[src/hw/rtl/hsb_pkg.sv]
// Package for the semaphore bank: payload structs, error and op codes,
// enable patterns, queue sizing and the back-end state type.
// No dependencies.
package hsb_pkg;

  localparam int MEM_WORDS   = 64;
  localparam int ADDR_W      = (MEM_WORDS > 1) ? $clog2(MEM_WORDS) : 1;
  localparam int IDX_W       = 8;
  localparam int BE_W        = 8;
  localparam int DATA_W      = 64;
  localparam int LANE_W      = 32;

  localparam int QUEUE_DEPTH = 2;
  localparam int QPTR_W      = (QUEUE_DEPTH > 1) ? $clog2(QUEUE_DEPTH) : 1;
  localparam int QCNT_W      = $clog2(QUEUE_DEPTH + 1);

  localparam logic [BE_W-1:0] BE_HALF_0 = 8'h03;
  localparam logic [BE_W-1:0] BE_HALF_1 = 8'h0C;
  localparam logic [BE_W-1:0] BE_HALF_2 = 8'h30;
  localparam logic [BE_W-1:0] BE_HALF_3 = 8'hC0;
  localparam logic [BE_W-1:0] BE_WORD_LO = 8'h0F;
  localparam logic [BE_W-1:0] BE_WORD_HI = 8'hF0;

  localparam logic [LANE_W-1:0] SEM_FREE   = 32'd0;
  localparam logic [LANE_W-1:0] SEM_TAKEN  = 32'd1;
  localparam logic [LANE_W-1:0] SEM_LOCKED = 32'd2;

  typedef enum logic {
    OP_READ  = 1'b0,
    OP_WRITE = 1'b1
  } op_t;

  typedef enum logic [1:0] {
    ERR_OK          = 2'd0,
    ERR_RANGE       = 2'd1,
    ERR_ENABLE      = 2'd2,
    ERR_DOUBLE_LOCK = 2'd3
  } err_code_t;

  typedef struct packed {
    op_t               op;
    logic [IDX_W-1:0]  word_index;
    logic [BE_W-1:0]   byte_enable;
    logic [DATA_W-1:0] write_data;
  } in_item_t;

  typedef struct packed {
    logic [DATA_W-1:0] read_data;
    err_code_t         error_code;
  } out_item_t;

  typedef struct packed {
    op_t               op;
    logic [ADDR_W-1:0] addr;
    err_code_t         err;
    logic              is_word;
    logic              word_hi;
    logic [BE_W-1:0]   byte_enable;
    logic [DATA_W-1:0] write_data;
  } cmd_t;

  typedef enum logic {
    BK_IDLE,
    BK_EXEC
  } back_state_t;

endpackage

[src/hw/rtl/hsb_cmd_queue.sv]
// Short queue of decoded commands between front end and back end.
// Depends on hsb_pkg.
module hsb_cmd_queue (
  input  logic          clk,
  input  logic          rst_n,
  input  logic          push,
  input  hsb_pkg::cmd_t push_data,
  output logic          full,
  input  logic          pop,
  output hsb_pkg::cmd_t pop_data,
  output logic          empty
);
  import hsb_pkg::*;

  cmd_t              store_r [QUEUE_DEPTH];
  logic [QPTR_W-1:0] wr_ptr_r, wr_ptr_nxt;
  logic [QPTR_W-1:0] rd_ptr_r, rd_ptr_nxt;
  logic [QCNT_W-1:0] count_r, count_nxt;
  logic              do_push, do_pop;

  assign full     = (count_r == QCNT_W'(QUEUE_DEPTH));
  assign empty    = (count_r == '0);
  assign do_push  = push && !full;
  assign do_pop   = pop && !empty;
  assign pop_data = store_r[rd_ptr_r];

  always_comb begin
    wr_ptr_nxt = wr_ptr_r;
    rd_ptr_nxt = rd_ptr_r;
    count_nxt  = count_r;
    if (do_push) begin
      wr_ptr_nxt = (wr_ptr_r == QPTR_W'(QUEUE_DEPTH - 1)) ? '0 : wr_ptr_r + 1'b1;
    end
    if (do_pop) begin
      rd_ptr_nxt = (rd_ptr_r == QPTR_W'(QUEUE_DEPTH - 1)) ? '0 : rd_ptr_r + 1'b1;
    end
    if (do_push && !do_pop) begin
      count_nxt = count_r + 1'b1;
    end else if (do_pop && !do_push) begin
      count_nxt = count_r - 1'b1;
    end
  end

  always_ff @(posedge clk) begin
    if (!rst_n) begin
      wr_ptr_r <= '0;
      rd_ptr_r <= '0;
      count_r  <= '0;
    end else begin
      wr_ptr_r <= wr_ptr_nxt;
      rd_ptr_r <= rd_ptr_nxt;
      count_r  <= count_nxt;
    end
  end

  always_ff @(posedge clk) begin
    if (do_push) begin
      store_r[wr_ptr_r] <= push_data;
    end
  end

endmodule

[config.mk]
export PLATFORM = sky130hd
export DESIGN_NAME = hsb_cmd_queue
export DESIGN_NICKNAME = d
export VERILOG_FILES = /design/src/hw/rtl/hsb_pkg.sv /design/src/hw/rtl/hsb_cmd_queue.sv
export SDC_FILE = /design/constraint.sdc
export NUM_CORES = 1
export LEC_CHECK = 0
export BUFFER_PORTS_ARGS = -buffer_cell sky130_fd_sc_hd__buf_2
export CAP_MARGIN = 20
export CORE_MARGIN = 2
export CORE_UTILIZATION = 36
export CTS_CLUSTER_SIZE = 40
export DETAILED_ROUTE_END_ITERATION = 16
export SLEW_MARGIN = 40
export SYNTH_ARGS = -nofsm -noshare
export SYNTH_HDL_FRONTEND = slang
export SYNTH_SLANG_ARGS = --single-unit
[constraint.sdc]
create_clock -name clk -period 5.31 [get_ports clk]
set_input_delay 0.2655 -clock clk [delete_from_list [all_inputs] [get_ports clk]]
set_output_delay 0.2655 -clock clk [all_outputs]
set_load 0.02 [all_outputs]
Word level (Yosys, flattened, before mapping)
Memory sizes are Yosys's and may differ from the RTL's. A register that Yosys moved wholly into a read port is not among the register bits.
Cells that the tools add are included.
{"block": "op_classes", "reduce_logical": 10, "add_sub_neg": 4, "eq_ne": 1, "n_mux": 8}
{"cell": "two-way mux 1 bit", "n": 6}
{"cell": "logical AND 1 bit", "n": 4}
{"cell": "logical NOT 1 bit", "n": 4}
{"cell": "two-way mux 2 bit", "n": 2}
{"cell": "adder 1 bit, second input constant", "n": 2}
{"cell": "adder 2 x 1 -> 2 bit, second input constant", "n": 1}
{"cell": "== test 2 bit, second input constant", "n": 1}
{"cell": "logical NOT 2 bit", "n": 1}
{"cell": "nonzero test 2 bit", "n": 1}
{"cell": "subtractor 2 x 1 -> 2 bit, second input constant", "n": 1}
{"block": "word_totals", "in_bits": 87, "ramBits": 166, "out_inout_bits": 85, "mem_count": 1, "word_cells": 27, "ff_bits": 4}
{"name": "store_r", "depth": 2, "width": 83, "read_ports": 1, "rd_clocked_by_memory_dff": 1, "write_ports": 1, "line_no": "hsb_cmd_queue.sv:15", "text": "cmd_t store_r [QUEUE_DEPTH];"}

Longest topological paths before layout
{"block": "logic_depth", "word_depth": 7, "ltp_mapped": 7}

Worst setup path before layout
No wires, ideal clock.
{"block": "synth_path", "kind": "reg2reg", "startpoint": "register count_r[0]", "endpoint": "memory store_r[0][0] (netlist name) (enable)", "setup_ps": 511, "required_time_ps": 4799, "setup_slack_ps": 964, "synth_period_minus_slack_ps": 4346, "arrival_ps": 3835, "n_path_buf": 0, "stages_incl_launch_ff": 4, "path_cell_list": "dfxtp_1 > nand2b_1 > inv_2 > nor3_2"}
{"block": "synth_between", "elab_chain_len": 5}
{"element": "start: declaration", "line_no": "hsb_cmd_queue.sv:18", "text": "logic [QCNT_W-1:0] count_r, count_nxt;"}
{"element": "start signal: assignment", "line_no": "hsb_cmd_queue.sv:52", "text": "count_r <= count_nxt;"}
{"element": "== test 2 bit", "line_no": "hsb_cmd_queue.sv:21", "text": "assign full = (count_r == QCNT_W'(QUEUE_DEPTH));"}
{"element": "via full", "line_no": "hsb_cmd_queue.sv:8", "text": "output logic full,"}
{"element": "logical NOT 1 bit", "line_no": "hsb_cmd_queue.sv:23", "text": "assign do_push = push && !full;"}
{"element": "logical AND 1 bit", "line_no": "hsb_cmd_queue.sv:23"}
{"element": "two-way mux 1 bit", "line_no": "hsb_cmd_queue.sv:57", "text": "if (do_push) begin"}
{"element": "two-way mux 1 bit (implied by the code)", "line_no": "hsb_cmd_queue.sv:58", "text": "store_r[wr_ptr_r] <= push_data;"}
{"element": "end: declaration", "line_no": "hsb_cmd_queue.sv:15"}
The timed path passes the listed nets, and every way through them passes these cells.

==> run metrics <==
post-synthesis instance total roughly 280; Detailed Place HPWL 7.32 mm; kind of critical path flop to primary output; number of search-and-repair iterations in the first detailed-routing pass 4; y dimension of the die 135 µm; share of Yosys cell area claimed by the top area cell type 0.802; placeable core region approximately 17000 µm²; cts-stage hold buffer count 0; Post-CTS Setup Repair Bufs 0; area overhead of the layout relative to synthesis 27.6%; final critical-path share of the clock period 0.493; maximum number of pins on one net before global-route repair 56; achievable clock frequency ~0.38 GHz; die boundary width around 140 µm; Post-synth EDFFs 166; Net Switching 1.19 mW; worst clock skew on the final layout 0.00852 ns; residual DRC count 0; Internal Dissipation 2.80 mW; Least-Margin Pin Slew 0.778 ns; IR Drop Worst-Case VDD ~0.2 mV; number of sinks driven by the clock tree 171; via-per-instance ratio 4.52; Seq cells post-synth 171; Leakage 2.95 nW; capturing element type of the critical path primary output; ANT cells 0; weighted congestion reported at the end of routability-driven placement 0.682; remaining global-route overflow 0; sequential cell area fraction in the yosys report 0.818; Synth Warn # 0; number of pins with negative max-slew slack in the final report 0; tightest slew margin relative to the limit 0.481; count of maximum capacitance violations 0; number of failing setup endpoints in the final timing report 0; number of antenna violations at the first check in global routing 0; Required @ worst endpoint a little over 5 ns; Resized Gates After CTS 0; wire per inst 16.2 µm; Rows 48; count of routing violations after the opening detailed-route iteration about 200; final net count 556; status completed; clock tree from TritonCTS yes; sequential share of power 0.443; maximum buffer depth of the clock tree 2; Skew-Pair Late Insertion Delay 0.42 ns; Final Hold Violating Endpoints 0; fraction of power consumed by the clock network 0.312; clock transition at the registers of the reported paths 0.06 ns; count of distinct cell types in the synthesized netlist 22; crit path DAT 2.35 ns; clock buffer count from CTS 17; Initial Util 0.363; maximum level of the CTS H-tree 4; vias after detailed routing 3186; total detailed-routing wirelength 11.4 mm; unrepaired setup endpoints after global routing false; part of the power in combinational logic 0.244; cell area after technology mapping roughly 6200 µm²; number of buffer cells added on primary ports 171; Total Routing Usage GR 0.126; number of top-level pins 172; Syn Area/Cell 22.0 µm²; largest fanout on the critical path 55; number of nets still failing antenna checks after routing 0; Period minus WS final 2.62 ns; Post-Syn Nets approximately 370; Startpoint Class flop; utilization after layout 0.463; switching share of power 0.299; share of post-route cells with drive strength above 1 0.463; Pwr Density roughly 500 nW/µm²; global-route wire length before repair 17.1 mm; biggest area contributors in the synthesized netlist sky130_fd_sc_hd__edfxtp_1 80%, sky130_fd_sc_hd__mux2_1 13%, sky130_fd_sc_hd__mux2_2 2.4%; full die area 18300 µm²; post-synthesis async set-or-reset flop share 0; clock root buffer sky130_fd_sc_hd__clkbuf_16; predominant post-synthesis flop cell sky130_fd_sc_hd__edfxtp_1; Setup TNS Final 0 ns; via count of the first global-routing pass between 3k and 4k; type of the most critical hold path input pin to flop; cell type contributing the most total cell area after synthesis sky130_fd_sc_hd__edfxtp_1
==> logic make-up after synthesis <==
family	count (synthesis)	share of synthesized area
flip-flops	171	0.818
multiplexers	83	0.150
buffers and inverters	11	0.0113
AND/OR/NAND/NOR	9	0.00886
AO/OA/AOI/OAI	5	0.00523
XOR/XNOR	3	0.00423
adder cells (fa/ha/maj)	1	0.00201
==> path summary, 6_finish.rpt <==
kind	from	to	slack [ns]	cells past startpoint
setup reg to reg	count_r[0]$_SDFFE_PN0P_	store_r[1][82]$_DFFE_PP_	3.11	3
hold / removal	push_data[0]	store_r[1][0]$_DFFE_PP_	0.03	1
setup / recovery	flop	pop_data[20]	2.69	3
hold reg to reg	count_r[1]$_SDFFE_PN0P_	count_r[1]$_SDFFE_PN0P_	0.53	2
==> flip-flops by register name, summed over array words and instances (netlist names), named ones only <==
name,cells
store_r,166
count_r,2
rd_ptr_r,1
wr_ptr_r,1
==> per-layer routing <==
layer  part of all wire  vias to the layer above  global-route usage
met5                  0                        -                   0
met4              0.019                        0              0.0590
met3              0.076                       15              0.0516
met2               0.49                      114               0.209
met1               0.42                     1568               0.144
li1                   -                     1489                   -
==> synth_stat cells (2+ instances only) <==
master                     count
sky130_fd_sc_hd__and2_1        3
sky130_fd_sc_hd__mux2_2       13
sky130_fd_sc_hd__edfxtp_1    166
sky130_fd_sc_hd__xnor2_1       2
sky130_fd_sc_hd__dfxtp_1       5
sky130_fd_sc_hd__nor2_1        2
sky130_fd_sc_hd__mux2_1       70
sky130_fd_sc_hd__buf_2         2
sky130_fd_sc_hd__buf_4         7
==> critical path: stages (launching register included) <==
cell and delay [ns]:
sky130_fd_sc_hd__dfxtp_4 0.60, sky130_fd_sc_hd__buf_4 0.66, sky130_fd_sc_hd__mux2_1 0.41, sky130_fd_sc_hd__buf_2 0.17
==> metrics by stage <==
step                instances  setup slack [ns]  hold slack, ns  total power [mW]  instance area, µm²
floorplan                 283             0.964           0.364              2.47                6220
global placement          674              3.12           0.453              2.78                7340
detailed placement        674              3.05           0.457              2.80                7340
CTS                       705              2.63         0.00496              4.06                7930
global route              705              2.52         0.00652              4.18                7930
finish                    705              2.69          0.0261              3.99                7930
==> cells in the final DEF, fill, tap and decap left out, types with 3 or more instances in the layout <==
master and count:
sky130_fd_sc_hd__buf_2 171, sky130_fd_sc_hd__edfxtp_1 166, sky130_fd_sc_hd__mux2_1 70, sky130_fd_sc_hd__clkbuf_16 17
sky130_fd_sc_hd__mux2_2 13, sky130_fd_sc_hd__clkinvlp_4 4, sky130_fd_sc_hd__dfxtp_1 4, sky130_fd_sc_hd__buf_4 4
sky130_fd_sc_hd__and2_1 3, sky130_fd_sc_hd__bufinv_16 3
==> area by class of cell <==
| cell class | count | area (µm²) |
|---|---|---|
| clock buffer | 17 | 425 |
| clock inverter | 14 | 171 |
| fill | 1493 | 9180 |
| inverter | 2 | 7.51 |
| multi-input combinational | 101 | 1070 |
| sequential | 171 | 5090 |
| tap | 225 | 282 |
| timing repair buffer | 175 | 886 |
==> power groups by stage <==
| stage | Combinational (mW) | Clock [mW] | Sequential, mW |
|---|---|---|---|
| 6_report | 0.976 | 1.25 | 1.77 |
| 5_1_grt | 1.06 | 1.33 | 1.79 |
| 4_1_cts | 1.00 | 1.28 | 1.77 |
| 3_5_place_dp | 0.995 | 0 | 1.80 |
| 3_3_place_gp | 0.988 | 0 | 1.79 |
| 2_1_floorplan | 0.701 | 0 | 1.77 |
Power figures use the tool's default switching activity.
