`src/hw/rtl/hsb_pkg.sv`:
```
// Package for the semaphore bank: payload structs, error and op codes,
// enable patterns, queue sizing and the back-end state type.
// No dependencies.
package hsb_pkg;

  localparam int MEM_WORDS   = 64;
  localparam int ADDR_W      = (MEM_WORDS > 1) ? $clog2(MEM_WORDS) : 1;
  localparam int IDX_W       = 8;
  localparam int BE_W        = 8;
  localparam int DATA_W      = 64;
  localparam int LANE_W      = 32;

  localparam int QUEUE_DEPTH = 2;
  localparam int QPTR_W      = (QUEUE_DEPTH > 1) ? $clog2(QUEUE_DEPTH) : 1;
  localparam int QCNT_W      = $clog2(QUEUE_DEPTH + 1);

  localparam logic [BE_W-1:0] BE_HALF_0 = 8'h03;
  localparam logic [BE_W-1:0] BE_HALF_1 = 8'h0C;
  localparam logic [BE_W-1:0] BE_HALF_2 = 8'h30;
  localparam logic [BE_W-1:0] BE_HALF_3 = 8'hC0;
  localparam logic [BE_W-1:0] BE_WORD_LO = 8'h0F;
  localparam logic [BE_W-1:0] BE_WORD_HI = 8'hF0;

  localparam logic [LANE_W-1:0] SEM_FREE   = 32'd0;
  localparam logic [LANE_W-1:0] SEM_TAKEN  = 32'd1;
  localparam logic [LANE_W-1:0] SEM_LOCKED = 32'd2;

  typedef enum logic {
    OP_READ  = 1'b0,
    OP_WRITE = 1'b1
  } op_t;

  typedef enum logic [1:0] {
    ERR_OK          = 2'd0,
    ERR_RANGE       = 2'd1,
    ERR_ENABLE      = 2'd2,
    ERR_DOUBLE_LOCK = 2'd3
  } err_code_t;

  typedef struct packed {
    op_t               op;
    logic [IDX_W-1:0]  word_index;
    logic [BE_W-1:0]   byte_enable;
    logic [DATA_W-1:0] write_data;
  } in_item_t;

  typedef struct packed {
    logic [DATA_W-1:0] read_data;
    err_code_t         error_code;
  } out_item_t;

  typedef struct packed {
    op_t               op;
    logic [ADDR_W-1:0] addr;
    err_code_t         err;
    logic              is_word;
    logic              word_hi;
    logic [BE_W-1:0]   byte_enable;
    logic [DATA_W-1:0] write_data;
  } cmd_t;

  typedef enum logic {
    BK_IDLE,
    BK_EXEC
  } back_state_t;

endpackage

```
`src/hw/rtl/hsb_front.sv`:
```
// Front end: checks the address and decodes the byte enable of an access.
// Depends on hsb_pkg.
module hsb_front (
  input  hsb_pkg::in_item_t item,
  output hsb_pkg::cmd_t     cmd
);
  import hsb_pkg::*;

  logic legal;
  logic is_word;

  always_comb begin
    legal   = 1'b1;
    is_word = 1'b0;
    unique case (item.byte_enable) inside
      8'h01, 8'h02, 8'h04, 8'h08, 8'h10, 8'h20, 8'h40, 8'h80: begin
        legal = 1'b1;
      end
      BE_HALF_0, BE_HALF_1, BE_HALF_2, BE_HALF_3: begin
        legal = 1'b1;
      end
      BE_WORD_LO, BE_WORD_HI: begin
        is_word = 1'b1;
      end
      default: begin
        legal = 1'b0;
      end
    endcase
  end

  always_comb begin
    cmd.op          = item.op;
    cmd.addr        = item.word_index[ADDR_W-1:0];
    cmd.is_word     = is_word;
    cmd.word_hi     = (item.byte_enable == BE_WORD_HI);
    cmd.byte_enable = item.byte_enable;
    cmd.write_data  = item.write_data;
    if ({1'b0, item.word_index} >= (IDX_W+1)'(MEM_WORDS)) begin
      cmd.err = ERR_RANGE;
    end else if (!legal) begin
      cmd.err = ERR_ENABLE;
    end else begin
      cmd.err = ERR_OK;
    end
  end

endmodule

```
`config.mk`:
```
export PLATFORM = sky130hd
export DESIGN_NAME = hsb_front
export DESIGN_NICKNAME = d
export VERILOG_FILES = /design/src/hw/rtl/hsb_pkg.sv /design/src/hw/rtl/hsb_front.sv
export SDC_FILE = /design/constraint.sdc
export NUM_CORES = 1
export LEC_CHECK = 0
export ABC_AREA = 1
export BUFFER_PORTS_ARGS = -buffer_cell sky130_fd_sc_hd__buf_4
export CORE_AREA = 2 2 63 65
export DETAILED_ROUTE_END_ITERATION = 12
export DIE_AREA = 0 0 65 67
export PLACE_DENSITY = 0.7
export SYNTH_ARGS = -nofsm -noshare
export SYNTH_HDL_FRONTEND = slang
export SYNTH_SLANG_ARGS = --single-unit
```
`constraint.sdc`:
```
create_clock -name vclk -period 1.8
set_clock_uncertainty 0.05 [all_clocks]
set_input_delay 0.09 -clock vclk [all_inputs]
set_output_delay 0.09 -clock vclk [all_outputs]
set_load 0.02 [all_outputs]
```
== Word-level counts from Yosys, hierarchy flattened ==
Cells that the tools add are included.

* Register bits after elaboration: 0
* Input bits: 81

* $lt $le $gt $ge: 1
* Equality and inequality tests: 14
* Mux-type cells: 4
* Reduce and logical (&&, ||, !) cells: 2

{| class="wikitable"
|+ Operator list
! kind !! count
|-
| 8-bit by 4-bit == test with 1-bit output, second input constant || 3
|-
| 8-bit == test, second input constant || 3
|-
| 8-bit by 2-bit == test with 1-bit output, second input constant || 2
|-
| 8-bit by 6-bit == test with 1-bit output, second input constant || 2
|-
| 14-bit OR reduction || 1
|-
| 8-bit by 1-bit == test with 1-bit output, second input constant || 1
|-
| 8-bit by 3-bit == test with 1-bit output, second input constant || 1
|-
| 8-bit by 5-bit == test with 1-bit output, second input constant || 1
|-
| 8-bit by 7-bit == test with 1-bit output, second input constant || 1
|-
| 8-bit by 7-bit >= comparator with 1-bit output, second input constant || 1
|-
| 2-bit 2-to-1 mux || 2
|-
| 1-bit 2-to-1 mux || 2
|-
| 2-bit OR reduction || 1
|}

== Longest topological paths before layout ==
Gate-level depths: netlist of the first run.

* Depth in word-level cells: 5
* Gate-level depth with buffers: 7
* Gate-level depth less buffers: 7

== Worst setup path before layout of the first run ==
No wires, ideal clock.

* Kind: input to output
* From: input port item[71] (netlist bit)
* To: output port cmd[75] (netlist bit)
* Data arrival time: 0.715 ns
* Slack: 0.945 ns
* Stages: 5
* Cells stage by stage: nor2_1 nand2_1 nand3_1 nand2_1 nor2_1

{| class="wikitable"
|+ RTL lines
! element !! RTL line !! source
|-
| start, declared || hsb_front.sv:4 || <nowiki>input hsb_pkg::in_item_t item,</nowiki>
|-
| end, declared || hsb_front.sv:5 || <nowiki>output hsb_pkg::cmd_t cmd</nowiki>
|}

==> impl_results.md, run 1 <==
- PortBufs: 22
- Synth top area share: 0.830
- Worst vdd ir: ~19 uV
- Syn nets: 191
- Synth area leaders: buf_4, nor2_1, nand2_1
- Status: finished, final reports clean
- Lkg Pwr: 0.174 nW
- Post-synth top area cell: buf_4
- # DRC: 0
- Boundary pin count: roughly 160
- Post-Route WL: 1330 um
- Buf/Inv on CP: 3
- Routability cong.: 0.602
- Most used cell, CP: buf_4
- Die height: 67 um
- Via count: 362
- Hold slack: between 0.1 and 0.15 ns
- Global-route wire length before repair: 1770 um
- Sequential area share after synthesis: 0
- Antenna violations before repair: 0
- Hold_sp: item[31]
- Slew HR: 0.887
- P&R area growth vs syn: -51.9%
- Max Transition Viols Final: 0
- Setup Buffers After CTS: 0
- Crit end category: output port
- Synthesized cell area: 723 um^2
- Reg area: 0 um^2
- Seq cells: 0
- YS warnings: 0
- Setup TNS: 0 ns
- Maximum clock frequency: between 900 and 1000 MHz
- Setup CP Type: in -> out
- M1 wire length: 233 um
- Core Box Area: 3610 um^2
- Slowest Stage Delay on Critical Path: 0.17 ns
- Distinct cells, synth: 8
- # rows: 22
- Layout cells sized above 1: 0.423
- HP Class: in -> out
- Hold Buf Count CTS: 0
- Met3 WL: 396 um
- # diodes: 0
- Antenna viol nets, final: 0
- Crit share post-route: 0.576
- Power Density: 219 nW/um^2
- WP data required: 1.66 ns
- Multi-input logic area: ~110 um^2
- Max FO, Critical Path: 4
- Cells along the critical path: buf_4, nor2_1, and2_1, inv_1, o22ai_1, buf_4
- Startpoint class of the critical path: primary input
- Mean post-synth cell area: 6.57 um^2
- Vias in the first global route: 350
- Most common cell after layout, fill and taps aside: buf_4
- Initial Utilization: 0.201
- Hold-critical path depth: 0
- Die Area: 4360 um^2
- Wire length per cell: 13.3 um
- Post-Synthesis Cells: 110
- Least-Margin Pin Slew: 0.169 ns
- Critical Path AT: 0.90 ns
- Total Routing Usage GR: 0.0518
- Largest net degree at the start of global routing: 5
- GR Overflow Total: 0
- Post-cts resize count: 0
- Vias per cell: roughly 3.6
- # setup viols final: 0
- MaxCap Viol Count: 0
- Drt first-iter violations: 3
- Top cell family by delay on the critical path: buffers and inverters
- Routed wl met2: 532 um
- # fillers: 424
- Final HPWL DP: 1140 um
- Crit-path slowest cell: and2_1
- Max layer used: met4
- Most frequent cells in the layout: buf_4, nor2_1, nand2_1, inv_1, nand3_1
- Post-layout nets: 135
- Min Tclk post-route: 1.04 ns
- Die width: 65 um
- RSZ-0062 raised after global routing: false
- Hold Fails Final Rpt: 0
- Clk_buf instances: 0
- Hold endpoint: cmd[31]
- Total iterations of the first detailed-routing run: 3
## cell type report
class,instances,share of cell area
repair buffers,22,0.475
well taps,48,0.173
inverters,4,0.0432
multi-input cells,26,0.309
## per-stage QoR
step / worst slack (ns) / instance area, um^2 / power, mW / std cells / util
6_report: 0.764 / 348 / 0.0763 / 100 / 0.0965
3_5_place_dp: 0.784 / 348 / 0.0770 / 100 / 0.0965
5_1_grt: 0.647 / 348 / 0.0830 / 100 / 0.0965
4_1_cts: 0.780 / 348 / 0.0772 / 100 / 0.0965
3_3_place_gp: 0.793 / 348 / 0.0761 / 100 / 0.0965
2_1_floorplan: 0.945 / 723 / 0.276 / 110 / -
## cell usage after synthesis (all sizes together)
| library cell | count |
|---|---|
| nand4 | 1 |
| nand3 | 2 |
| nor2 | 13 |
| o22ai | 1 |
| inv | 4 |
| nand2 | 8 |
| buf | 80 |
| and2 | 1 |
## cells by family (layout without fill, tap and decap cells)
group / Yosys count / after routing / synth area share
simple gates: 25 / 25 / 0.140
compound gates: 1 / 1 / 0.00866
buf+inv: 84 / 26 / 0.851
## worst max path at each step
| stage | startpoint | end | slack [ns] | cells past startpoint |
|---|---|---|---|---|
| 4_1_cts | item[65] | cmd[73] | 0.78 | 6 |
| 2_1_floorplan | item[71] | cmd[75] | 0.95 | 5 |
| 3_5_place_dp | item[65] | cmd[73] | 0.78 | 6 |
| 6_report | item[65] | cmd[73] | 0.76 | 6 |
| 3_3_place_gp | item[65] | cmd[75] | 0.79 | 7 |
| 5_1_grt | item[65] | cmd[75] | 0.65 | 7 |
## where the power goes
part           internal [mW]  switching [mW]
combinational         0.0359          0.0404
clock                      0               0
sequential                 0               0
## routing by layer
metal / vias to the layer above / GRT usage
met2: 55 / 0.0747
li1: 138 / -
met5: - / 0
met4: 0 / 0.0798
met1: 131 / 0.0220
met3: 38 / 0.0608
Power figures use the tool's default switching activity.
==> inputs of run 2 (changes only) <==
Settings changed: ABC_AREA 1 to 0, CORE_AREA 2 2 63 65 to 2 2 64 66, DIE_AREA 0 0 65 67 to 0 0 66 68, PLACE_DENSITY 0.7 to 0.68.
Clock period 1.8 ns to 1.05 ns, I/O delays scaled along.
==> run 2 against run 1 <==
Net effect: the flow now finishes with violations (setup timing); power grew 130%; design area grew 43%; synthesized area grew 0.35%.
==> impl_results.md, run 2 <==
- Pre-CTS setup slack: -0.219 ns (-1.00 ns)
- Distinct cells, synth: 14 (+6)
- Mean post-synth cell area: 7.64 um^2 (+16%)
- Crit share post-route: 1.20
- Routability cong.: 0.633 (+5.1%)
- Post-layout nets: 131 (-3.0%)
- RSZ-0062 raised after global routing: true
- # diodes: 0 (unchanged)
- Die width: 66 um (+1.5%)
- Total iterations of the first detailed-routing run: 2 (-1)
- P&R area growth vs syn: -31.6%
- Wire length per cell: 13.9 um (+4.5%)
- Post-synthesis simple-gate area fraction: 0.0776 (-0.0626)
- YS warnings: 0 (unchanged)
- Final WS setup: -0.214 ns (-0.978 ns)
- Max Transition Viols Final: 0 (unchanged)
- Seq cells: 0 (unchanged)
- Violated checks: setup timing
- Least-Margin Pin Slew: 0.217 ns (+0.0482 ns)
- Mux cell area share after synthesis: 0 (unchanged)
- Crit-path slowest cell: or4_4
- Top cell family by delay on the critical path: simple AND/OR/NAND/NOR gates
- Global-route wire length before repair: 1900 um (+7.4%)
- Compound-Gate Fraction of Synth Area: 0.0948 (+0.0862)
- Hold Buf Count CTS: 0 (unchanged)
- Critical Path AT: 1.16 ns (+0.26 ns)
- Placed cell area: 440 um^2 (+27%)
- # rows: 23 (+4.5%)
- # fillers: 460 (+8.5%)
- HP Class: in -> out
- Cells after DPL: 97 (-3.0%)
- Final design area excluding fillers: 497 um^2 (+43%)
- Boundary pin count: 164 (unchanged)
- Die Area: 4490 um^2 (+3.1%)
- Via count: 350 (-3.3%)
- Largest family of logic cells by synthesized area: buffers and inverters
- Commonest cells in the synthesized netlist: buf_4, a211oi_2, o21ai_0
- Post-Route WL: 1360 um (+2.4%)
- Die height: 68 um (+1.5%)
- Total Routing Usage GR: 0.0539 (+0.00204)
- Antenna viol nets, final: 0 (unchanged)
- Final cell count without fillers: 98 (-2.0%)
- PortBufs: 22 (unchanged)
- Setup CP Type: in -> out
- Core Box Area: 3860 um^2 (+6.9%)
- Synthesized cell area: 726 um^2 (+0.35%)
- Clk_buf instances: 0 (unchanged)
- Hold Fails Final Rpt: 0 (unchanged)
- MaxCap Viol Count: 0 (unchanged)
- # DRC: 0 (unchanged)
- Power Density: 348 nW/um^2 (+59%)
- Cells along the critical path: buf_6, or4_4, buf_6, nor2_4, a31o_1, buf_6
- WP data required: 0.95 ns (-0.71 ns)
- Sequential area share after synthesis: 0 (unchanged)
- Syn nets: 176 (-7.9%)
- Slew HR: 0.855 (-0.0322)
- Layout cells sized above 1: 0.875 (+0.452)
- Drt first-iter violations: 1 (-2)
- Initial Utilization: 0.188 (-0.0124)
- Most frequent cell after synthesis: buf_4
- Antenna violations before repair: 0 (unchanged)
- Post-synthesis adder-cell area fraction: 0 (unchanged)
- Crit end category: output port
- Min Tclk post-route: 1.26 ns
- Post-Synthesis Cells: 95 (-14%)
- Final HPWL DP: 1100 um (-4.0%)
- Most used cell, CP: buf_6
- Slowest Stage Delay on Critical Path: 0.55 ns (+0.38 ns)
- Max FO, Critical Path: 2 (-2)
- Synth top area share: 0.828 (-0.00286)
- Reg area: 0 um^2 (unchanged)
- Lkg Pwr: 0.204 nW (+17%)
- Largest net degree at the start of global routing: 7 (+2)
- Post-synth top area cell: buf_4
- Synth area leaders: buf_4, a211oi_2, nor4_2
- Status: finished with violations
- Worst vdd ir: 41.0 uV (+120%)
- Most common cell after layout, fill and taps aside: buf_4
- Most frequent cells in the layout: buf_4, buf_6, o21ai_0, a211oi_4
- Pwr Total: 173 uW (+130%)
- Vias in the first global route: 380 (+8.6%)
- Buf/Inv on CP: 3 (unchanged)
- Startpoint class of the critical path: primary input
- GR Overflow Total: 0 (unchanged)
- Maximum clock frequency: a little under 800 MHz
- Vias per cell: 3.57 (-1.3%)
- XOR/XNOR Fraction of Synth Area: 0 (unchanged)
- # setup viols final: 3 (+3)
run 2: cell types whose count changed in the layout (fill, tap and decap cells not counted), sizes merged, moves of 2 or more:
cell	delta
inv	-4
nand3	-2
buf	+11
nor2	-12
nand2	-8
a211oi	+2
o21ai	+2
run 2: kinds of logic (layout without fill, tap and decap cells):
group | count (synthesis) | count (layout)
compound gates | 8 | 8
simple gates | 7 | 7
buf+inv | 80 | 33
run 2: what timing repair did:
action / 4_1_cts / 5_1_grt
resized for setup: 7 / 4
endpoints found under the setup margin: 3 / 3
setup buffers: 1 / 0
pin swaps: 2 / 4
run 2: final timing paths:
path              startpoint      end  slack (ns)  cells after the start
setup / recovery    item[65]  cmd[73]       -0.21                      6
hold / removal      item[26]  cmd[26]        0.06                      0
run 2: per-stage QoR:
stage,utilization,hold WS [ns],TNS [ns]
after floorplan,-,0.168,-0.0594
after global placement,0.114,0.0551,-0.534
after detailed placement,0.114,0.0551,-0.558
after CTS,0.124,0.0551,-0.575
after global routing,0.129,0.0550,-0.695
final,0.129,0.0550,-0.574
run 2: power by group:
group	switching, mW	leakage (nW)	internal [mW]
Combinational	0.0779	0.204	0.0949
Sequential	0	0	0
Clock	0	0	0
Total	0.0779	0.204	0.0949
run 2: area by class of cell:
| type | instances | area (um^2) | share of cell area |
|---|---|---|---|
| multi-input cells | 15 | 156 | 0.315 |
| well taps | 50 | 62.6 | 0.126 |
| repair buffers | 33 | 278 | 0.559 |
run 2: layer usage:
| metal | track usage | share of wire |
|---|---|---|
| met1 | 0.0323 | 0.23 |
| met2 | 0.0846 | 0.39 |
| met3 | 0.0444 | 0.25 |
| met4 | 0.0740 | 0.13 |
| met5 | 0 | 0 |
==> inputs of run 3 (changes only) <==
Settings changed: BUFFER_PORTS_ARGS -buffer_cell sky130_fd_sc_hd__buf_4 to default, DONT_BUFFER_PORTS from default to 1, PLACE_DENSITY 0.68 to 0.31.
==> run 3 against run 2 <==
Net effect: the run still ends with setup timing left; wire length decreased by 6.8%; count of clock-buffer cells in the layout unchanged; non-clock buffer count shrank 31; utilization is 7.3 points lower; first-iteration DRC count rose by 100%; maximum frequency up 18%; power decreased by 79%; die area is the same; flip-flop and latch count unchanged; critical path depth is 3 lower; worst hold slack did not move; largest cell class is now multi-input gates; largest power group unchanged.
==> impl_results.md, run 3 (synthesis gave the netlist of run 2 again) <==
- Clk_buf instances: 0 (unchanged)
- Wire length per cell: 18.9 um (+36%)
- Pre-CTS setup slack: -0.0240 ns (+0.195 ns)
- Die Area: 4490 um^2 (unchanged)
- Routability cong.: 0.469 (-26%)
- Switch Pwr: 20.1 uW (-74%)
- Hold slack: 0.0550 ns (unchanged)
- Vias in the first global route: 240 (-37%)
- Boundary pin count: 164 (unchanged)
- Startpoint class of the critical path: primary input
- Switching share of power: 0.541 (+0.0900)
- Fin util: 0.0558 (-0.0730)
- Total Routing Usage GR: 0.0432 (-0.0107)
- Worst vdd ir: 15.7 uV (-62%)
- # setup viols final: 1 (-2)
- Sequential power share: 0 (unchanged)
- Hold Fails Final Rpt: 0 (unchanged)
- Hold Buf Count CTS: 0 (unchanged)
- PortBufs: 0 (-100%)
- Pwr Total: 37.1 uW (-79%)
- # fillers: 468 (+1.7%)
- Initial Utilization: 0.188 (unchanged)
- Core Box Area: 3860 um^2 (unchanged)
- GR Overflow Total: 0 (unchanged)
- Die height: 68 um (unchanged)
- P&R area growth vs syn: -70.3%
- Clock power share: 0 (unchanged)
- # DRC: 0 (unchanged)
- Min Tclk post-route: 1.07 ns (-0.197 ns)
- Drt first-iter violations: 2 (+1)
- Multi-input logic area: 138 um^2 (-12%)
- MaxCap Viol Count: 0 (unchanged)
- Antenna viol nets, final: 0 (unchanged)
- Via count: 250 (-29%)
- Maximum clock frequency: 938 MHz (+18%)
- Seq cells: 0 (unchanged)
- Least-Margin Pin Slew: 0.326 ns (+0.108 ns)
- Antenna violations before repair: 0 (unchanged)
- # diodes: 0 (unchanged)
- WP data required: 0.95 ns (about the same)
- Die width: 66 um (unchanged)
- Total iterations of the first detailed-routing run: 2 (unchanged)
- # rows: 23 (unchanged)
- Crit end category: output port
- Critical Path AT: 0.96 ns (-0.20 ns)
- Layout cells sized above 1: 0.647 (-0.228)
- Largest net degree at the start of global routing: 7 (unchanged)
- Power Density: 172 nW/um^2 (-50%)
- Status: finished with violations
- Comb power frac: 1.000 (about the same)
- Post-layout nets: 100 (-24%)
- Setup CP Type: in -> out
- Max FO, Critical Path: 5 (+3)
- Lkg Pwr: 0.0440 nW (-78%)
- Violated checks: setup timing
- Pint: 17.0 uW (-82%)
- Post-Route WL: 1270 um (-6.8%)
- Crit share post-route: 1.02 (-0.188)
- Vias per cell: 3.73 (+4.5%)
- HP Class: in -> out
- Reg area: 0 um^2 (unchanged)
- Most frequent cells in the layout: o21ai_0, buf_4
- Final WS setup: -0.0165 ns (+0.197 ns)
- Max Transition Viols Final: 0 (unchanged)
- Slew HR: 0.781 (-0.0735)
- RSZ-0062 raised after global routing: true
- Global-route wire length before repair: 1460 um (-24%)
run 3: worst max-delay path: stages:
cell and delay, ns:
or3_1 0.35, a21o_2 0.24, a211oi_4 0.32
run 3: final timing paths:
path / start / to / slack (ns) / cells after the start
setup / recovery: item[64] / cmd[75] / -0.02 / 3
hold / removal: item[46] / cmd[46] / 0.06 / 0
run 3: per-stage QoR:
stage / cells / cell area (um^2) / setup TNS [ns]
final: 67 / 215 / -0.0165
after global routing: 67 / 215 / -0.0384
after CTS: 67 / 215 / -0.0284
after detailed placement: 67 / 215 / -0.0240
after global placement: 67 / 215 / -0.00980
after floorplan: 95 / 738 / -0.0594
run 3: metal layers:
metal | global-route usage | up-vias | routed length (um)
li1 | - | 68 | -
met1 | 0.0127 | 102 | 197
met2 | 0.0808 | 58 | 594
met3 | 0.0444 | 22 | 353
met4 | 0.0536 | 0 | 122
met5 | 0 | - | 0
run 3: what timing repair did:
action / 4_1_cts / 5_1_grt
setup endpoints to repair: 1 / 2
hold endpoints to repair: 0 / 0
resized for setup: 0 / 1
buffers inserted: 0 / 0
run 3: power by group through the flow:
stage | clock, mW | sequential [mW] | combinational [mW]
floorplan | 0 | 0 | 0.473
global placement | 0 | 0 | 0.0375
detailed placement | 0 | 0 | 0.0377
CTS | 0 | 0 | 0.0379
global route | 0 | 0 | 0.0395
finish | 0 | 0 | 0.0371
run 3: cell type report:
type               count  share of cell area
multi-input cells     15               0.640
well taps             50               0.291
repair buffers         2              0.0698
