## config.mk

```make
export PLATFORM = sky130hd
export DESIGN_NAME = hsb_rsp_queue
export DESIGN_NICKNAME = d
export VERILOG_FILES = /design/src/hw/rtl/hsb_pkg.sv /design/src/hw/rtl/hsb_rsp_queue.sv
export SDC_FILE = /design/constraint.sdc
export NUM_CORES = 1
export LEC_CHECK = 0
export ABC_AREA = 1
export BUFFER_PORTS_ARGS = -buffer_cell sky130_fd_sc_hd__buf_2
export CORE_ASPECT_RATIO = 0.9
export CORE_MARGIN = 4
export CORE_UTILIZATION = 55
export DETAILED_ROUTE_END_ITERATION = 8
export GPL_ROUTABILITY_DRIVEN = 0
export HOLD_SLACK_MARGIN = 0.06
export PLACE_DENSITY = 0.83
export SETUP_SLACK_MARGIN = 0.1
export SLEW_MARGIN = 0
export SYNTH_ARGS = -nofsm -noshare
export SYNTH_HDL_FRONTEND = slang
export SYNTH_SLANG_ARGS = --single-unit
```

## constraint.sdc

```tcl
create_clock -name clk -period 9.1 [get_ports clk]
set_input_delay 0 -clock clk [delete_from_list [all_inputs] [get_ports clk]]
set_output_delay 0 -clock clk [all_outputs]
set_load 0.01 [all_outputs]
```

## src/hw/rtl/hsb_pkg.sv

```systemverilog
// Package for the semaphore bank: payload structs, error and op codes,
// enable patterns, queue sizing and the back-end state type.
// No dependencies.
package hsb_pkg;

  localparam int MEM_WORDS   = 64;
  localparam int ADDR_W      = (MEM_WORDS > 1) ? $clog2(MEM_WORDS) : 1;
  localparam int IDX_W       = 8;
  localparam int BE_W        = 8;
  localparam int DATA_W      = 64;
  localparam int LANE_W      = 32;

  localparam int QUEUE_DEPTH = 2;
  localparam int QPTR_W      = (QUEUE_DEPTH > 1) ? $clog2(QUEUE_DEPTH) : 1;
  localparam int QCNT_W      = $clog2(QUEUE_DEPTH + 1);

  localparam logic [BE_W-1:0] BE_HALF_0 = 8'h03;
  localparam logic [BE_W-1:0] BE_HALF_1 = 8'h0C;
  localparam logic [BE_W-1:0] BE_HALF_2 = 8'h30;
  localparam logic [BE_W-1:0] BE_HALF_3 = 8'hC0;
  localparam logic [BE_W-1:0] BE_WORD_LO = 8'h0F;
  localparam logic [BE_W-1:0] BE_WORD_HI = 8'hF0;

  localparam logic [LANE_W-1:0] SEM_FREE   = 32'd0;
  localparam logic [LANE_W-1:0] SEM_TAKEN  = 32'd1;
  localparam logic [LANE_W-1:0] SEM_LOCKED = 32'd2;

  typedef enum logic {
    OP_READ  = 1'b0,
    OP_WRITE = 1'b1
  } op_t;

  typedef enum logic [1:0] {
    ERR_OK          = 2'd0,
    ERR_RANGE       = 2'd1,
    ERR_ENABLE      = 2'd2,
    ERR_DOUBLE_LOCK = 2'd3
  } err_code_t;

  typedef struct packed {
    op_t               op;
    logic [IDX_W-1:0]  word_index;
    logic [BE_W-1:0]   byte_enable;
    logic [DATA_W-1:0] write_data;
  } in_item_t;

  typedef struct packed {
    logic [DATA_W-1:0] read_data;
    err_code_t         error_code;
  } out_item_t;

  typedef struct packed {
    op_t               op;
    logic [ADDR_W-1:0] addr;
    err_code_t         err;
    logic              is_word;
    logic              word_hi;
    logic [BE_W-1:0]   byte_enable;
    logic [DATA_W-1:0] write_data;
  } cmd_t;

  typedef enum logic {
    BK_IDLE,
    BK_EXEC
  } back_state_t;

endpackage

```

## src/hw/rtl/hsb_rsp_queue.sv

```systemverilog
// Result queue in front of the output port.
// Depends on hsb_pkg.
module hsb_rsp_queue (
  input  logic               clk,
  input  logic               rst_n,
  input  logic               push,
  input  hsb_pkg::out_item_t push_data,
  output logic               full,
  input  logic               pop,
  output hsb_pkg::out_item_t pop_data,
  output logic               empty
);
  import hsb_pkg::*;

  out_item_t         store_r [QUEUE_DEPTH];
  logic [QPTR_W-1:0] wr_ptr_r, wr_ptr_nxt;
  logic [QPTR_W-1:0] rd_ptr_r, rd_ptr_nxt;
  logic [QCNT_W-1:0] count_r, count_nxt;
  logic              do_push, do_pop;

  assign full     = (count_r == QCNT_W'(QUEUE_DEPTH));
  assign empty    = (count_r == '0);
  assign do_push  = push && !full;
  assign do_pop   = pop && !empty;
  assign pop_data = store_r[rd_ptr_r];

  always_comb begin
    wr_ptr_nxt = wr_ptr_r;
    rd_ptr_nxt = rd_ptr_r;
    count_nxt  = count_r;
    if (do_push) begin
      wr_ptr_nxt = (wr_ptr_r == QPTR_W'(QUEUE_DEPTH - 1)) ? '0 : wr_ptr_r + 1'b1;
    end
    if (do_pop) begin
      rd_ptr_nxt = (rd_ptr_r == QPTR_W'(QUEUE_DEPTH - 1)) ? '0 : rd_ptr_r + 1'b1;
    end
    if (do_push && !do_pop) begin
      count_nxt = count_r + 1'b1;
    end else if (do_pop && !do_push) begin
      count_nxt = count_r - 1'b1;
    end
  end

  always_ff @(posedge clk) begin
    if (!rst_n) begin
      wr_ptr_r <= '0;
      rd_ptr_r <= '0;
      count_r  <= '0;
    end else begin
      wr_ptr_r <= wr_ptr_nxt;
      rd_ptr_r <= rd_ptr_nxt;
      count_r  <= count_nxt;
    end
  end

  always_ff @(posedge clk) begin
    if (do_push) begin
      store_r[wr_ptr_r] <= push_data;
    end
  end

endmodule

```

* Word-level counts from Yosys, hierarchy flattened
Memories as Yosys holds them, arrays and structs flattened. A register that Yosys moved wholly into a read port is not among the register bits.
Index checks and enable logic that the tools add are counted.
** Storage, ports and cells
- Register bits :: 4
- Bits in writable memories :: 132
- Input bits :: 70
- Memories kept :: 1
** Cells by class
- Add/sub/neg operators :: 4
- Eq/ne operators :: 1
- Mux-type cells :: 8
- Reduce and logical (&&, ||, !) cells :: 10
** Memories
- store_r :: words 2, width 66, rd ports 1, clocked after memory_dff 1, write ports 1, RTL line hsb_rsp_queue.sv:15 : out_item_t store_r [QUEUE_DEPTH];
** Operators by type and width (number)
- 1-bit two-way mux :: 6
- 1-bit logical AND :: 4
- 1-bit logical NOT :: 4
- 2-bit two-way mux :: 2
- 1-bit adder, second input constant :: 2
- 2-bit by 1-bit adder with 2-bit output, second input constant :: 1
- 2-bit equality test, second input constant :: 1
- 2-bit logical NOT :: 1
- 2-bit nonzero test :: 1
- 2-bit by 1-bit subtractor with 2-bit output, second input constant :: 1

* Depth between registers and ports, before layout
Gate-level depths: netlist of the first run.
- Depth in word-level cells :: 7
- Mapped depth :: 10

* Least setup slack after synthesis of the first run
OpenSTA, ideal clock, no wires.
- Kind :: reg-to-reg
- From :: register count_r[0]
- To :: memory store_r[0][0] (netlist name), enable pin
- Setup time :: 0.490 ns
- Arrival :: 3.254 ns
- Required time :: 8.610 ns
- Slack :: 5.356 ns
- Stages on the path, launching flop included :: 3
- Buffers on the path :: 0
- Clock period less this slack :: 3.744 ns
- Cells stage by stage :: dfxtp_1 -> o21ai_1 -> nor2_1
** On the way
- Cells in the longest elaborated chain, start to end :: 5
** Ends and longest elaborated chain
- from (decl) :: RTL line hsb_rsp_queue.sv:18 : logic [QCNT_W-1:0] count_r, count_nxt;
- from (signal assigned) :: RTL line hsb_rsp_queue.sv:52 : count_r <= count_nxt;
- 2-bit equality test :: RTL line hsb_rsp_queue.sv:21 : assign full = (count_r == QCNT_W'(QUEUE_DEPTH));
- 1-bit logical NOT :: RTL line hsb_rsp_queue.sv:23 : assign do_push = push && !full;
- 1-bit logical AND :: RTL line hsb_rsp_queue.sv:23
- 1-bit two-way mux :: RTL line hsb_rsp_queue.sv:57 : if (do_push) begin
- 1-bit two-way mux (not written as such) :: RTL line hsb_rsp_queue.sv:58 : store_r[wr_ptr_r] <= push_data;
- to (decl) :: RTL line hsb_rsp_queue.sv:15
Every way passes these cells.

* Final worst setup path of the first run
- From :: register count_r[0]
- To :: memory store_r[1][59] (netlist name), enable pin
Same word-level chain as after synthesis.

==> reports/qor.txt, run 1 <==
Status - finished clean
Clk_lat worst skew - 0.50 ns
Routed Wire Length - 10.6 mm
GRT Total Usage - 19.6%
Synth Area in Compound Gates - 0.388%
Core Rows - 33
Peak supply drop - 0.000189 V
Setup Crit Path Kind - reg -> reg
Post-synth top cells - edfxtp_1 (132), mux2_4 (40), mux2_2 (26), nor2_1 (11), inv_1 (9)
Slew margin rel. - 27.2%
CTS buffer count - 17
Share of cells above drive strength 1 - 49.7%
Clock Sink Count - 137
Nets - 533
Endpoints failing hold - 0
Post-Syn Area - 5160 um^2
CTS tree - done
Worst hold path class - in -> reg
Worst-path clk slew - 0.06 ns
WP data required - 9.24 ns
DR pass1 iterations - 4
Most numerous cell in the Yosys netlist - edfxtp_1
Largest net degree at the start of global routing - 67
Syn Area/Cell - 21.3 um^2
Slew Viols, Final - 0
Final Skew - 0.00806 ns
H-tree levels - 4
Max Cap Viol - 0
Net Count, Synth - 314
Xor and xnor area share after synthesis - 0%
Crit path max fanout - 36
First DRT Iteration DRCs - 127
Core Area - 9130 um^2
Vias - 2960
Diodes inserted - 0
Placed cell count - 497
Post-Layout Cell Count - 597
Final period util - 25.2%
DPL Wire Length - 5.96 mm
First-pass GRT wire length - 15.8 mm
Top post-synthesis cells by area - edfxtp_1 (77%), mux2_4 (12%), mux2_2 (5.7%)
Max clock buf depth - 2
Syn-to-layout area delta - 40.1%
Post-synthesis adder-cell area fraction - 0.242%
Post-synthesis mux area share - 17.3%
RSZ-0062 raised after global routing - no
Grt met1 use - 22.2%
Buffers on Ports - 137
Clock Root Buffer - clkbuf_8
Worst EP arrival - 2.43 ns
Crit end category - register
Initial antenna violation count - 0
GRT Residual Overflow - 0
Yosys top cell by area - edfxtp_1
Met3 usage - 5.98%
Startpoint types - register
Total power divided by cell area - 269 nW/um^2
Grt met2 use - 35.1%
DR DRC count - 0
GR peak layer - met2
Warnings, synthesis - 0
Largest family of logic cells by synthesized area - multiplexers
Area fraction of the dominant cell type after synthesis - 76.7%
Tightest Pin Transition - 1.09 ns
Place WS - 6.74 ns
Post-route setup slack - 6.80 ns
Crit path time final - 2.30 ns
Synth unique cells - 15
Mapped Cells - 243
WL/cell - 17.7 um
Leakage power - 2.86 nW
Async SR Flop Fraction - 0%
Routed Antenna Nets - 0
Die Span Y - 99.9 um
Fmax - 435 MHz
Vias in the first global route - 3195
Cts repair resizes - 0
Initial cell density of the core - 56.6%
Seq/Total Area, Yosys - 78.7%
Via/cell ratio - 4.96
Die width - 110 um
EDFF count, synth - 132
I/O Pins - 138
Die area - 11000 um^2
Synth Flop Type - edfxtp_1
Synthesis-stage register bit count - 137
Setup TNS - 0 ns
Post-synthesis simple-gate area fraction - 1.45%
Final setup violation count - 0
Hold slack - 0.0740 ns
-- flip-flops by register name (all words and copies together), names as in the netlist, named ones only --
name,count
count_r,2
rd_ptr_r,1
wr_ptr_r,1
store_r,132
-- through the flow --
step / util [%] / cell area (um^2) / power [mW]
6_report: 79.3 / 7240 / 1.95
5_1_grt: 79.3 / 7240 / 2.03
4_1_cts: 79.3 / 7240 / 1.95
3_3_place_gp: 65.4 / 5970 / 1.25
3_5_place_dp: 65.4 / 5970 / 1.26
2_1_floorplan: - / 5160 / 1.12
-- worst max-delay path, stage by stage (launching register included) --
cell     delay [ns]
dfxtp_1        0.40
o21ai_1        0.21
nor2_4         0.75
buf_4          0.55
-- per-layer routing --
metal | routed length, um | up-vias
met5 | 0 | -
met4 | 145 | 0
met3 | 758 | 13
met2 | 5690 | 118
met1 | 3990 | 1447
li1 | - | 1382
-- where the power goes --
part	internal (mW)	switching [mW]	leakage, nW	total [mW]
sequential	0.799	0.0644	1.27	0.864
combinational	0.219	0.192	1.31	0.411
clock	0.419	0.253	0.280	0.673
-- final timing paths --
path	start	to	slack [ns]	cells after the start
hold / removal	push	wr_ptr_r$_SDFFE_PN0P_	0.07	4
setup reg to reg	count_r[0]$_SDFFE_PN0P_	store_r[1][59]$_DFFE_PP_	6.80	3
setup / recovery	count_r[0]$_SDFFE_PN0P_	store_r[1][59]$_DFFE_PP_	6.80	3
hold reg to reg	count_r[0]$_SDFFE_PN0P_	count_r[0]$_SDFFE_PN0P_	0.55	2
-- logic make-up after synthesis --
group	after synthesis
and+or+nand+nor	19
adders and majority gates	1
buffers and inverters	16
AOI/OAI and AO/OA	4
DFF	137
muxes	66
-- placed cells by master (no fill, tap or decap) --
cell type      instances
o21ai_1                1
buf_2                137
a21oi_1                1
nand2_1                6
clkbuf_1               1
edfxtp_1             132
clkinv_1               3
ha_1                   1
clkinv_4               1
buf_4                  2
nor2_1                 9
o21ai_0                2
dfxtp_4                1
clkinvlp_4             2
inv_6                  5
dfxtp_1                4
inv_1                  9
clkbuf_8               1
mux2_4                40
nor2_4                 2
bufinv_16              3
mux2_2                26
nand4_1                1
dlygate4sd3_1         68
nand3_1                1
clkbuf_16             16
-- final cells by class --
cell class | instances | area (um^2)
Clock buffer | 18 | 418
Inverter | 9 | 33.8
Fill cell | 500 | 1890
Timing Repair Buffer | 207 | 1380
Clock inverter | 14 | 169
Sequential cell | 137 | 4070
Tap cell | 122 | 153
Multi-Input combinational cell | 90 | 1020
-- repair_timing --
item                      4_1_cts  5_1_grt
hold buffers                   68        0
buffers inserted                0        0
hold endpoints to repair      137        0
No activity file was read; power rests on OpenSTA's default activity.
==> run 2, diff against run 1 <==
--- a/config.mk
+++ b/config.mk
@@ -9,11 +9,11 @@
 export BUFFER_PORTS_ARGS = -buffer_cell sky130_fd_sc_hd__buf_2
 export CORE_ASPECT_RATIO = 0.9
 export CORE_MARGIN = 4
-export CORE_UTILIZATION = 55
+export CORE_UTILIZATION = 47
 export DETAILED_ROUTE_END_ITERATION = 8
 export GPL_ROUTABILITY_DRIVEN = 0
 export HOLD_SLACK_MARGIN = 0.06
-export PLACE_DENSITY = 0.83
+export PLACE_DENSITY = 0.75
 export SETUP_SLACK_MARGIN = 0.1
 export SLEW_MARGIN = 0
 export SYNTH_ARGS = -nofsm -noshare
==> constraint.sdc (replaced) <==
create_clock -name clk -period 1.9 [get_ports clk]
set_input_delay 0 -clock clk [delete_from_list [all_inputs] [get_ports clk]]
set_output_delay 0 -clock clk [all_outputs]
set_load 0.01 [all_outputs]
==> reports/qor.txt, run 2 (synthesized netlist as in run 1, its figures left out) <==
Postcts setup bufs - 0
Max clock buf depth - 2
GRT Residual Overflow - 0
Slew Viols, Final - 0
Crit path time final - 1.69 ns
Area post-placement - 6080 um^2
Startpoint types - register
Initial cell density of the core - 48.0%
Net Sw Frac - 24.7%
WL/cell - 16.9 um
Total power divided by cell area - 1320 nW/um^2
RSZ-0062 raised after global routing - no
Worst hold path class - in -> reg
DR DRC count - 0
Fmax - 590 MHz
Nets - 540
Die area - 12700 um^2
Met3 usage - 6.57%
Peak supply drop - 0.000824 V
First DRT Iteration DRCs - 146
Most frequent cells in the layout - buf_2 (137), edfxtp_1 (132), dlygate4sd3_1 (69)
Crit end category - output port
GR peak layer - met2
Syn-to-layout area delta - 43.8%
I/O Pins - 138
Max reg flops - 132
CTS tree - done
Finished Cell Area - 7430 um^2
Reg with most FFs - store_r
Slew margin rel. - 75.5%
Grt met1 use - 19.1%
Vias - 2941
Core Rows - 36
Setup TNS - 0 ns
Crit path max fanout - 14
H-tree levels - 4
Register area - 4070 um^2
Worst EP arrival - 1.69 ns
Final Skew - 0.00823 ns
Routed Antenna Nets - 0
Diodes inserted - 0
Max Cap Viol - 0
Clock Root Buffer - clkbuf_16
Routed Wire Length - 10.4 mm
Biggest regs - store_r (132), count_r (2)
Setup Crit Path Kind - reg -> out
Initial antenna violation count - 0
Number of fill cells - 697
Total power - 9.81 mW
Final period util - 89.1%
Comb pwr share - 22.4%
Largest net degree at the start of global routing - 53
First-pass GRT wire length - 16.5 mm
Core Util, Final - 69.0%
Most common cell after layout, fill and taps aside - buf_2
Die Span Y - 107 um
DPL Wire Length - 6.23 mm
Post-Layout Cell Count - 615
Clock Sink Count - 137
Placed cell count - 514
Worst-path clk slew - 0.06 ns
Via/cell ratio - 4.78
Core Area - 10800 um^2
Cell Int Power - 7.39 mW
Die width - 119 um
Vias in the first global route - 3341
Status - finished clean
DR pass1 iterations - 4
Part of the power in registers - 40.8%
Endpoints failing hold - 0
GRT Total Usage - 17.0%
Share of cells above drive strength 1 - 51.0%
Clk_lat worst skew - 0.41 ns
Buffers on Ports - 137
WP data required - 1.90 ns
Leakage power - 2.94 nW
Grt met2 use - 29.7%
Clk pwr share - 36.8%
Final setup violation count - 0
Tightest Pin Transition - 0.368 ns
Area occupied by multi-input gates - 1030 um^2
Net switching power - 2.42 mW
CTS buffer count - 17
run 2: cell types whose count changed in the layout (fill, tap and decap cells not counted), moves of 2 or more:
cell and delta:
bufinv_16 +3, inv_6 -5, buf_12 +3, buf_4 +3, clkinv_1 +2, dfxtp_2 +3
dfxtp_1 -3
run 2: critical path, stage by stage (launching register included):
cell	delay [ns]
dfxtp_4	0.51
buf_4	0.29
mux2_2	0.35
buf_2	0.14
run 2: path summary, 6_finish.rpt:
kind | cells past startpoint | slack [ns] | to | from
worst max register to register | 9 | 0.43 | count_r[1]$_SDFFE_PN0P_ | count_r[1]$_SDFFE_PN0P_
worst min-delay path | 2 | 0.32 | store_r[0][36]$_DFFE_PP_ | push_data[36]
worst min register to register | 2 | 0.51 | wr_ptr_r$_SDFFE_PN0P_ | wr_ptr_r$_SDFFE_PN0P_
worst max-delay path | 3 | 0.21 | pop_data[43] | register
run 2: repair_timing:
action / CTS / global route
resized for setup: 0 / 0
hold endpoints to repair: 137 / 0
hold buffers: 69 / 0
run 2: cell type report:
class / count / share of cell area (%)
Clock buffer: 17 / 5.73
Clock inverter: 15 / 3.10
Inverter: 9 / 0.455
Multi-Input combinational cell: 90 / 13.8
Sequential cell: 137 / 54.8
Tap cell: 133 / 2.24
Timing Repair Buffer: 214 / 19.8
run 2: through the flow:
step	setup slack [ns]	hold slack, ns
final	0.206	0.316
after global routing	0.107	0.311
after CTS	0.169	0.297
after detailed placement	0.451	0.192
after global placement	0.544	0.189
after floorplan	0.0258	0.0989
run 2: power groups by stage:
stage               logic (mW)  registers [mW]  clock network (mW)
detailed placement        2.10            4.06                   0
finish                    2.20            4.00                3.61
global route              2.38            4.04                3.82
CTS                       2.22            4.00                3.67
floorplan                 1.40            3.98                   0
global placement          2.07            4.03                   0
run 2: layer usage:
layer | part of all wire (%) | vias to the layer above
met5 | 0 | -
met4 | 0.88 | 0
met3 | 6.7 | 10
met2 | 51 | 116
met1 | 41 | 1423
li1 | - | 1392
==> run 3, diff against run 2 <==
--- a/config.mk
+++ b/config.mk
@@ -10,6 +10,7 @@
 export CORE_ASPECT_RATIO = 0.9
 export CORE_MARGIN = 4
 export CORE_UTILIZATION = 47
+export CTS_CLUSTER_DIAMETER = 50
 export DETAILED_ROUTE_END_ITERATION = 8
 export GPL_ROUTABILITY_DRIVEN = 0
 export HOLD_SLACK_MARGIN = 0.06
==> constraint.sdc (replaced) <==
create_clock -name clk -period 1.9 [get_ports clk]
set_input_delay 0 -clock clk [delete_from_list [all_inputs] [get_ports clk]]
set_output_delay 0 -clock clk [all_outputs]
set_load 0.005 [all_outputs]
==> reports/qor.txt, run 3 (synthesized netlist as in run 1, its figures left out) <==
Status - finished clean
Clk pwr share - 32.2%
Worst hold path class - in -> reg
WL/cell - 16.6 um
Clock Root Buffer - clkbuf_16
Via/cell ratio - 4.79
Slew margin rel. - 79.7%
Die width - 119 um
Share of cells above drive strength 1 - 50.8%
Cell Int Power - 6.71 mW
Nets - 541
Part of the power in registers - 44.9%
Max reg flops - 132
Die Span Y - 107 um
Number of fill cells - 735
Final period util - 86.4%
Vias in the first global route - 3222
Core Rows - 36
Post-Layout Cell Count - 615
Max clock buf depth - 2
Core Area - 10800 um^2
Crit end category - output port
Worst Hold Launch - push_data[60]
Slew Viols, Final - 0
Worst Hold End - store_r[0][60]$_DFFE_PP_
Routed Antenna Nets - 0
Total power - 8.90 mW
Setup TNS - 0 ns
Vias - 2944
DR pass1 iterations - 4
Leakage power - 2.89 nW
Hold slack - 0.312 ns
Initial cell density of the core - 48.0%
Largest net degree at the start of global routing - 53
Initial antenna violation count - 0
Crit-path cells - buf_12 > mux2_2 > buf_2
Reg2reg setup slack - 0.45 ns
Reg with most FFs - store_r
CP max stage delay - 0.48 ns
First-pass GRT wire length - 16.0 mm
Final Skew - 0.00597 ns
Buffers on Ports - 137
Core Util, Final - 67.8%
Worst r2r src - count_r[1]$_SDFFE_PN0P_
RSZ-0062 raised after global routing - no
I/O Pins - 138
Final setup violation count - 0
Routed Wire Length - 10.2 mm
First DRT Iteration DRCs - 188
Clock Sink Count - 137
Syn-to-layout area delta - 41.4%
Clk_lat worst skew - 0.41 ns
Net Sw Frac - 24.6%
Endpoints failing hold - 0
Tightest Pin Transition - 0.305 ns
Biggest regs - store_r (132), count_r (2)
Placed cell count - 514
Worst r2r path cells - 9
Diodes inserted - 0
Hold path depth - 2
CTS tree - done
Max Cap Viol - 0
Fmax - 609 MHz
Startpoint types - register
Most frequent cells in the layout - buf_2 (137), edfxtp_1 (132), dlygate4sd3_1 (69)
CP max-delay cell - dfxtp_4
Area occupied by multi-input gates - 1030 um^2
DR DRC count - 0
Crit path time final - 1.64 ns
WP data required - 1.90 ns
GRT Residual Overflow - 0
Die area - 12700 um^2
H-tree levels - 4
DPL Wire Length - 6.07 mm
Most common cell after layout, fill and taps aside - buf_2
Peak supply drop - 0.000859 V
Cts repair resizes - 0
GRT Total Usage - 16.8%
Setup Crit Path Kind - reg -> out
Worst R2R End - count_r[1]$_SDFFE_PN0P_
CTS buffer count - 17
Worst-path clk slew - 0.05 ns
Net switching power - 2.19 mW
Comb pwr share - 22.9%
Register area - 4070 um^2
Crit path max fanout - 25
Worst EP arrival - 1.64 ns
Total power divided by cell area - 1220 nW/um^2
==> run 3: area by class of cell <==
| cell class | count | share of cell area, % |
|---|---|---|
| Clock buffer | 20 | 5.98 |
| Inverter | 9 | 0.463 |
| Tap cell | 133 | 2.28 |
| Clock inverter | 11 | 1.13 |
| Timing Repair Buffer | 215 | 20.3 |
| Sequential cell | 137 | 55.7 |
| Multi-Input combinational cell | 90 | 14.1 |
==> run 3: power groups by stage <==
stage	Clock [mW]	Combinational, mW	Sequential, mW
after detailed placement	0	1.89	4.08
after CTS	2.93	2.06	4.00
after global routing	3.08	2.21	4.04
after floorplan	0	1.23	3.98
after global placement	0	1.86	4.05
final	2.87	2.04	3.99
==> run 3: how the worst max path moves through the flow <==
| stage | cells after the start | endpoint | start | slack, ns |
|---|---|---|---|---|
| 6_report | 3 | pop_data[57] | register | 0.26 |
| 5_1_grt | 3 | pop_data[55] | register | 0.17 |
| 4_1_cts | 3 | pop_data[53] | register | 0.22 |
| 3_5_place_dp | 9 | count_r[1]$_SDFFE_PN0P_ | count_r[1]$_SDFFE_PN0P_ | 0.44 |
| 3_3_place_gp | 3 | pop_data[55] | register | 0.53 |
| 2_1_floorplan | 3 | store_r[0][0]$_DFFE_PP_ | count_r[1]$_SDFFE_PN0P_ | 0.03 |
==> run 3: repair_timing <==
item,4_1_cts,5_1_grt
endpoints found under the setup margin,13,0
hold buffers,69,0
setup buffers,1,0
endpoints found under the hold margin,137,0
==> run 3: critical path, delay by kind of cell, from the launching register on <==
kind | cells | cell delay, ns
buffers and inverters | 2 | 0.37
multiplexers | 1 | 0.37
flip-flops | 1 | 0.48
==> run 3: stage by stage <==
step	setup WS [ns]	instance area, um^2
after global placement	0.528	6080
after floorplan	0.0258	5190
after global routing	0.169	7300
after CTS	0.219	7300
after detailed placement	0.442	6080
final	0.259	7300
==> run 3: metal layers <==
layer / GRT usage [%] / share of wire [%] / up-vias
met4: 5.96 / 1.0 / 0
li1: - / - / 1395
met5: 0 / 0 / -
met3: 6.31 / 6.3 / 12
met2: 29.9 / 53 / 121
met1: 18.5 / 40 / 1416
